--- src/rtl/core/osx_pkg.sv ---
// Package for the opaque span extractor.
// Holds the word types of both channels, the configuration type and codes,
// and the default sizing constants. No dependencies.
package osx_pkg;

  // Default sizing of the frame geometry.
  localparam int DEF_MAX_FRAME_WIDTH  = 1024;
  localparam int DEF_MAX_FRAME_PIXELS = 65536;

  // Fixed field widths.
  localparam int PIXEL_W      = 8;
  localparam int FW_W         = 11;
  localparam int SPAN_START_W = 16;
  localparam int SPAN_LEN_W   = 11;
  localparam int COUNT_W      = 16;

  // Configuration port geometry.
  localparam int CFG_IDX_W  = 1;
  localparam int CFG_DATA_W = FW_W;

  localparam logic [FW_W-1:0]    FRAME_WIDTH_RESET = FW_W'(32);
  localparam logic [PIXEL_W-1:0] BACKGROUND_RESET  = '0;

  typedef enum logic [CFG_IDX_W-1:0] {
    CFG_FRAME_WIDTH      = 1'b0,
    CFG_BACKGROUND_COLOR = 1'b1
  } osx_cfg_idx_t;

  typedef struct packed {
    logic [FW_W-1:0]    frame_width;
    logic [PIXEL_W-1:0] background_color;
  } osx_cfg_t;

  typedef struct packed {
    logic [PIXEL_W-1:0] pixel;
    logic               last_in_frame;
  } osx_in_t;

  typedef struct packed {
    logic                    span_valid;
    logic [SPAN_START_W-1:0] span_start;
    logic [SPAN_LEN_W-1:0]   span_length;
    logic                    frame_done;
    logic [COUNT_W-1:0]      zone_count;
  } osx_out_t;

endpackage

--- src/rtl/core/osx_cfg_regs.sv ---
// Configuration registers of the opaque span extractor.
// Decodes the plain write port into frame width and background color.
// Depends on osx_pkg.
module osx_cfg_regs (
  input  logic                           clk,
  input  logic                           rst,
  input  logic                           cfg_write,
  input  logic [osx_pkg::CFG_IDX_W-1:0]  cfg_index,
  input  logic [osx_pkg::CFG_DATA_W-1:0] cfg_data,
  output osx_pkg::osx_cfg_t              cfg
);
  import osx_pkg::*;

  osx_cfg_idx_t idx;

  assign idx = osx_cfg_idx_t'(cfg_index);

  always_ff @(posedge clk) begin
    if (rst) begin
      cfg.frame_width      <= FRAME_WIDTH_RESET;
      cfg.background_color <= BACKGROUND_RESET;
    end else if (cfg_write) begin
      unique case (idx)
        CFG_FRAME_WIDTH:      cfg.frame_width      <= cfg_data[FW_W-1:0];
        CFG_BACKGROUND_COLOR: cfg.background_color <= cfg_data[PIXEL_W-1:0];
      endcase
    end
  end

endmodule

--- src/rtl/core/osx_span_tracker.sv ---
// Run tracking for the opaque span extractor: column, pixel index, run
// length, run start and span count, plus the result word of each pixel.
// Depends on osx_pkg.
module osx_span_tracker #(
  parameter int MAX_FRAME_WIDTH  = osx_pkg::DEF_MAX_FRAME_WIDTH,
  parameter int MAX_FRAME_PIXELS = osx_pkg::DEF_MAX_FRAME_PIXELS
) (
  input  logic              clk,
  input  logic              rst,
  input  osx_pkg::osx_cfg_t cfg,
  input  logic              accept,
  input  osx_pkg::osx_in_t  in_word,
  output logic              has_result,
  output osx_pkg::osx_out_t result
);
  import osx_pkg::*;

  localparam int COL_W = $clog2(MAX_FRAME_WIDTH);
  localparam int IDX_W = $clog2(MAX_FRAME_PIXELS);
  localparam int WID_W = ($clog2(MAX_FRAME_WIDTH + 1) > FW_W) ?
                         $clog2(MAX_FRAME_WIDTH + 1) : FW_W;
  localparam logic [WID_W-1:0] MAX_W    = WID_W'(MAX_FRAME_WIDTH);
  localparam logic [IDX_W-1:0] LAST_IDX = IDX_W'(MAX_FRAME_PIXELS - 1);

  logic [COL_W-1:0]      column;
  logic [IDX_W-1:0]      pixel_index;
  logic [SPAN_LEN_W-1:0] run_length;
  logic [IDX_W-1:0]      run_start;
  logic [COUNT_W-1:0]    spans_in_frame;

  logic [COL_W-1:0]      column_next;
  logic [IDX_W-1:0]      pixel_index_next;
  logic [SPAN_LEN_W-1:0] run_length_next;
  logic [IDX_W-1:0]      run_start_next;
  logic [COUNT_W-1:0]    spans_in_frame_next;

  logic [WID_W-1:0]      fw_ext;
  logic [WID_W-1:0]      width;
  logic [WID_W-1:0]      col_plus;
  logic                  row_end;
  logic                  opaque;
  logic                  last;
  logic [SPAN_LEN_W-1:0] run_inc;
  logic                  span;
  logic [IDX_W-1:0]      start;
  logic [SPAN_LEN_W-1:0] len;

  always_comb begin
    fw_ext = WID_W'(cfg.frame_width);
    // A zero width acts as one; an oversized width is clipped to the maximum.
    if (cfg.frame_width == '0) begin
      width = WID_W'(1);
    end else if (fw_ext > MAX_W) begin
      width = MAX_W;
    end else begin
      width = fw_ext;
    end
    col_plus = WID_W'(column) + WID_W'(1);
    row_end  = col_plus >= width;
    opaque   = in_word.pixel != cfg.background_color;
    last     = in_word.last_in_frame;
    run_inc  = (run_length != '1) ? run_length + SPAN_LEN_W'(1) : run_length;

    span  = 1'b0;
    start = '0;
    len   = '0;
    run_length_next = '0;
    run_start_next  = run_start;
    if (opaque) begin
      if (run_length == '0) begin
        run_start_next = pixel_index;
      end
      if (row_end || last) begin
        span  = 1'b1;
        len   = run_inc;
        start = (run_length == '0) ? pixel_index : run_start;
      end else begin
        run_length_next = run_inc;
      end
    end else if (run_length != '0) begin
      // A background pixel closes the run that ended on the pixel before it.
      span  = 1'b1;
      len   = run_length;
      start = run_start;
    end

    spans_in_frame_next = (span && spans_in_frame != '1) ?
                          spans_in_frame + COUNT_W'(1) : spans_in_frame;

    column_next      = row_end ? '0 : column + COL_W'(1);
    pixel_index_next = (pixel_index == LAST_IDX) ? '0 : pixel_index + IDX_W'(1);

    has_result         = span || last;
    result.span_valid  = span;
    result.span_start  = SPAN_START_W'(start);
    result.span_length = len;
    result.frame_done  = last;
    result.zone_count  = spans_in_frame_next;
  end

  always_ff @(posedge clk) begin
    if (rst) begin
      column         <= '0;
      pixel_index    <= '0;
      run_length     <= '0;
      spans_in_frame <= '0;
    end else if (accept) begin
      if (last) begin
        column         <= '0;
        pixel_index    <= '0;
        run_length     <= '0;
        spans_in_frame <= '0;
      end else begin
        column         <= column_next;
        pixel_index    <= pixel_index_next;
        run_length     <= run_length_next;
        spans_in_frame <= spans_in_frame_next;
      end
    end
  end

  // Start index of the open run; only read while run_length is nonzero.
  always_ff @(posedge clk) begin
    if (accept) begin
      run_start <= run_start_next;
    end
  end

endmodule

--- src/rtl/core/osx_skid_out.sv ---
// Output register with one skid entry for the opaque span extractor.
// Holds result words while the downstream side stalls. Depends on osx_pkg.
module osx_skid_out (
  input  logic              clk,
  input  logic              rst,
  input  logic              push,
  input  osx_pkg::osx_out_t push_word,
  output logic              full,
  output logic              out_valid,
  input  logic              out_stall,
  output osx_pkg::osx_out_t out_data
);
  import osx_pkg::*;

  logic     skid_valid;
  osx_out_t skid_word;
  logic     take;

  assign take = out_valid && !out_stall;
  assign full = skid_valid;

  always_ff @(posedge clk) begin
    if (rst) begin
      out_valid  <= 1'b0;
      skid_valid <= 1'b0;
    end else if (!out_valid || take) begin
      if (skid_valid) begin
        out_valid  <= 1'b1;
        skid_valid <= 1'b0;
      end else begin
        out_valid <= push;
      end
    end else if (push) begin
      skid_valid <= 1'b1;
    end
  end

  always_ff @(posedge clk) begin
    if (!out_valid || take) begin
      out_data <= skid_valid ? skid_word : push_word;
    end
    if (push && out_valid && !take) begin
      skid_word <= push_word;
    end
  end

endmodule

--- src/rtl/core/opaque_span_extractor_unit.sv ---
// Top level of the opaque span extractor: configuration registers, run
// tracker and output skid register. Depends on osx_pkg, osx_cfg_regs,
// osx_span_tracker and osx_skid_out.
//
//   channel   direction  handshake             word
//   in        input      in_valid / in_stall   osx_in_t: pixel, last_in_frame
//   out       output     out_valid / out_stall osx_out_t: span and count fields
//   cfg       input      cfg_write             cfg_index, cfg_data
//
// One pixel word is accepted per clock while in_stall is low; its result
// word, if any, is registered in the out register or, on a stall, the skid entry.
// The rate is set by the run tracker, a single compare-and-count step that
// updates its state in the cycle the pixel is accepted.
// Reset (synchronous, active high) empties the output path, zeroes the
// column, pixel index, run length and span count, and loads frame width 32
// and background color 0.
// A stalled output is backed by one skid entry; in_stall rises only while
// that entry is occupied, so input keeps flowing until a stall fills it.
module opaque_span_extractor_unit #(
  parameter int MAX_FRAME_WIDTH  = osx_pkg::DEF_MAX_FRAME_WIDTH,
  parameter int MAX_FRAME_PIXELS = osx_pkg::DEF_MAX_FRAME_PIXELS
) (
  input  logic                           clk,
  input  logic                           rst,
  input  logic                           in_valid,
  output logic                           in_stall,
  input  osx_pkg::osx_in_t               in_data,
  output logic                           out_valid,
  input  logic                           out_stall,
  output osx_pkg::osx_out_t              out_data,
  input  logic                           cfg_write,
  input  logic [osx_pkg::CFG_IDX_W-1:0]  cfg_index,
  input  logic [osx_pkg::CFG_DATA_W-1:0] cfg_data
);
  import osx_pkg::*;

  osx_cfg_t cfg;
  osx_out_t result;
  logic     has_result;
  logic     accept;
  logic     skid_full;

  // A word is taken whenever the skid entry is free.
  assign in_stall = skid_full;
  assign accept   = in_valid && !skid_full;

  osx_cfg_regs u_cfg (
    .clk       (clk),
    .rst       (rst),
    .cfg_write (cfg_write),
    .cfg_index (cfg_index),
    .cfg_data  (cfg_data),
    .cfg       (cfg)
  );

  osx_span_tracker #(
    .MAX_FRAME_WIDTH  (MAX_FRAME_WIDTH),
    .MAX_FRAME_PIXELS (MAX_FRAME_PIXELS)
  ) u_tracker (
    .clk        (clk),
    .rst        (rst),
    .cfg        (cfg),
    .accept     (accept),
    .in_word    (in_data),
    .has_result (has_result),
    .result     (result)
  );

  // Only pixels that close a span or end a frame produce a result word.
  osx_skid_out u_out (
    .clk       (clk),
    .rst       (rst),
    .push      (accept && has_result),
    .push_word (result),
    .full      (skid_full),
    .out_valid (out_valid),
    .out_stall (out_stall),
    .out_data  (out_data)
  );

endmodule

--- config.mk ---
export PLATFORM = sky130hd
export DESIGN_NAME = opaque_span_extractor_unit
export DESIGN_NICKNAME = d
export VERILOG_FILES = /design/src/rtl/core/osx_pkg.sv /design/src/rtl/core/osx_cfg_regs.sv /design/src/rtl/core/osx_span_tracker.sv /design/src/rtl/core/osx_skid_out.sv /design/src/rtl/core/opaque_span_extractor_unit.sv
export SDC_FILE = /design/constraint.sdc
export NUM_CORES = 1
export LEC_CHECK = 0
export ABC_AREA = 1
export BUFFER_PORTS_ARGS = -buffer_cell sky130_fd_sc_hd__buf_2
export CAP_MARGIN = 15
export CORE_MARGIN = 2
export CORE_UTILIZATION = 54
export DETAILED_ROUTE_END_ITERATION = 8
export GPL_ROUTABILITY_DRIVEN = 0
export GPL_TIMING_DRIVEN = 1
export PLACE_DENSITY = 0.87
export SLEW_MARGIN = 10
export SYNTH_ARGS = -nofsm -noshare
export SYNTH_HDL_FRONTEND = slang
export SYNTH_SLANG_ARGS = --single-unit
--- constraint.sdc ---
create_clock -name clk -period 4.6 [get_ports clk]
set_clock_uncertainty 0.05 [all_clocks]
set_input_delay 0.69 -clock clk [delete_from_list [all_inputs] [get_ports clk]]
set_output_delay 0.69 -clock clk [all_outputs]
set_load 0.03 [all_outputs]
==> metrics.txt <==
DR pass1 iterations=5; clock root buffer=clkbuf_16; DR WL/cell=13.1 um; Syn Inst Count=1,037; Final Max Slew Viols=0; largest family of logic cells by synthesized area=simple AND/OR/NAND/NOR gates; post-synthesis net count=1,079; layout cells sized above 1=13.3%; vias in the first global route=6,356; first-pass GRT wire length=28.8 mm; asr flop ratio synth=0%; Synth Area in Adders=2.31%; commonest non-fill, non-tap cell in the layout=nand2_1; TritonCTS Buffers=17; DRC=0; Filler cells=1,295; vias per cell=5.29; Reg power frac=51.6%; commonest non-fill, non-tap cells in the layout=319 x nand2_1, 121 x inv_1, 106 x edfxtp_1; Setup-failing EPs final=0; Synth Area in Compound Gates=9.33%; status=finished clean; Sw Ratio=26.2%; routed vias=7,029; Routed Antenna Nets=0; Die Y=131 um; NumNets Final=1,141; post-synthesis mux area share=0%; Worst-path clk slew=70 ps; CP Data Arrival Time=4040 ps; Synth Area in XOR/XNOR=2.43%; syn_area_per_cell=8.36 um^2; Hold Fails Final Rpt=0; worst hold path type=reg -> reg; met3 Resource Use GR=5.01%; worst slew pin tran=991 ps; global route hottest layer=met2; Max VDD drop=0.000280 V; max-cap violations=0; CTS tree=done; port bufs=72; sequential fraction of the synthesis area=53.8%; 1st-iter DRT viols=683; Max Root-Sink Buffers=2; fin area=9770 um^2; dpl cell area=9210 um^2; largest net degree at the start of global routing=54; Clk pwr share=39.3%; clock latency on the worst-skew pair=440 ps; initial antenna violation count=0; Max-slew headroom=33.9%; CP Launch Type=register; flops & latches, synth=180; EDFF count, synth=106; die area=17,100 um^2; CP Class=reg -> reg; worst-path fanout max=33; Layout area overhead=12.7%; setup TNS=0 ps; RSZ-0062 raised after global routing=no; Pleak=4.29 nW; TritonCTS Sinks=180; hold slack=428 ps; YS warnings=0; Internal Power=2.57 mW; I/O pin total=73; Power Density=357 nW/um^2; routing usage on met2=35.0%; CP Capture Type=register; Die Wd=131 um; Core Area=15,800 um^2; # rows=46; Psw=912 uW; post-cts sizing count=0; Crit path required time=4680 ps; Mapped Area=8670 um^2; combinational cell fraction of total power=9.1%; setup bufs post-CTS=0; Initial Util=55.0%; cts hold-fix bufs=0; Simple-Gate Fraction of Synth Area=24.5%; fin crit share=86.0%; fin util=61.9%; H-tree depth=4; crit path time final=3960 ps; Top FF cell, synth=edfxtp_1; Final HPWL DP=12.1 mm; met1 Use GR=27.8%; routed wire length=17.4 mm; total gr overflow=0; Total GRT Usage=21.4%; Peak Freq=253 MHz; Unique masters post-synth=46; Antenna Diode Count=0
-- state kept, by name, summed over array words and instances, names as in the netlist --
signal / count
u_out.skid_word: 45
u_cfg.cfg: 19
u_tracker.run_start: 16
u_out.full: 1
u_tracker.spans_in_frame: 16
u_tracker.column: 10
u_tracker.run_length: 11
u_out.out_valid: 1
u_out.out_data: 45
u_tracker.pixel_index: 16
-- logic make-up after synthesis --
family	after synthesis
AND/OR/NAND/NOR	507
adder cells (fa/ha/maj)	16
flip-flops	180
buffers and inverters	165
AO/OA/AOI/OAI	145
XOR/XNOR	24
-- critical path, cell delays in order, from the launching register on --
cell     delay [ps]
dfxtp_1         370
inv_1            80
nor2_1          170
nand3_1         150
nor2_1          190
nand3_1         120
xor2_1          180
ha_1            290
nand2_1          60
nor2_1          140
inv_1            50
nor2_1          100
nand2_1          70
nand4_2         130
nand2_2         310
nand2_4         420
o21ai_2         120
nor2_4          380
buf_12          260
-- power groups by stage --
stage	clock network (mW)	registers, mW	logic [mW]
finish	1.37	1.80	0.316
detailed placement	0	1.83	0.314
CTS	1.38	1.80	0.316
global route	1.44	1.81	0.350
floorplan	0	1.90	0.165
global placement	0	1.83	0.307
-- synth_stat cells, types with 4 or more instances --
master / number / share of area (%)
inv_2: 4 / 0.17
inv_1: 121 / 5.2
nor3_2: 5 / 0.58
ha_1: 16 / 2.3
nor3_1: 9 / 0.52
nand2_1: 320 / 14
dfxtp_1: 74 / 17
o21ai_2: 8 / 0.81
a31oi_1: 6 / 0.43
nand4_1: 8 / 0.58
edfxtp_1: 106 / 37
xor2_1: 17 / 1.7
buf_2: 11 / 0.64
nor2_1: 101 / 4.4
o21ai_0: 39 / 2.3
a21oi_1: 64 / 3.7
clkbuf_1: 19 / 0.82
o21ai_1: 16 / 0.92
xnor2_1: 7 / 0.71
nand3_1: 43 / 2.5
-- metrics by stage --
stage / setup slack [ps] / power [mW] / cells
after floorplan: 53.3 / 2.06 / 1037
after global placement: 820 / 2.14 / 1296
after detailed placement: 682 / 2.15 / 1296
after CTS: 666 / 3.49 / 1328
after global routing: 205 / 3.60 / 1328
final: 645 / 3.48 / 1328
-- metal layers --
layer	vias up	share of wire (%)
met3	39	7.3
met2	292	47
met5	-	0
met1	3218	43
met4	0	2.3
li1	3480	-
-- path summary, 6_finish.rpt --
| path | from | end | slack, ps | cells after the start |
|---|---|---|---|---|
| worst min register to register | u_tracker.column[9]$_SDFFE_PP0P_ | u_tracker.column[9]$_SDFFE_PP0P_ | 430 | 2 |
| worst min-delay path | u_tracker.column[9]$_SDFFE_PP0P_ | u_tracker.column[9]$_SDFFE_PP0P_ | 430 | 2 |
| worst max-delay path | u_tracker.column[0]$_SDFFE_PP0P_ | u_out.skid_word[39]$_DFFE_PP_ | 640 | 18 |
| worst max register to register | u_tracker.column[0]$_SDFFE_PP0P_ | u_out.skid_word[39]$_DFFE_PP_ | 640 | 18 |
-- area by class of cell --
class | instances | area (um^2) | area share, %
inverters | 129 | 489 | 5.01
flip-flops and latches | 180 | 4670 | 47.8
multi-input cells | 692 | 3350 | 34.3
clock buffers | 17 | 425 | 4.36
clock inverters | 15 | 135 | 1.38
repair buffers | 79 | 425 | 4.36
well taps | 216 | 270 | 2.77
Note: power is estimated with default switching activity, not from simulation.
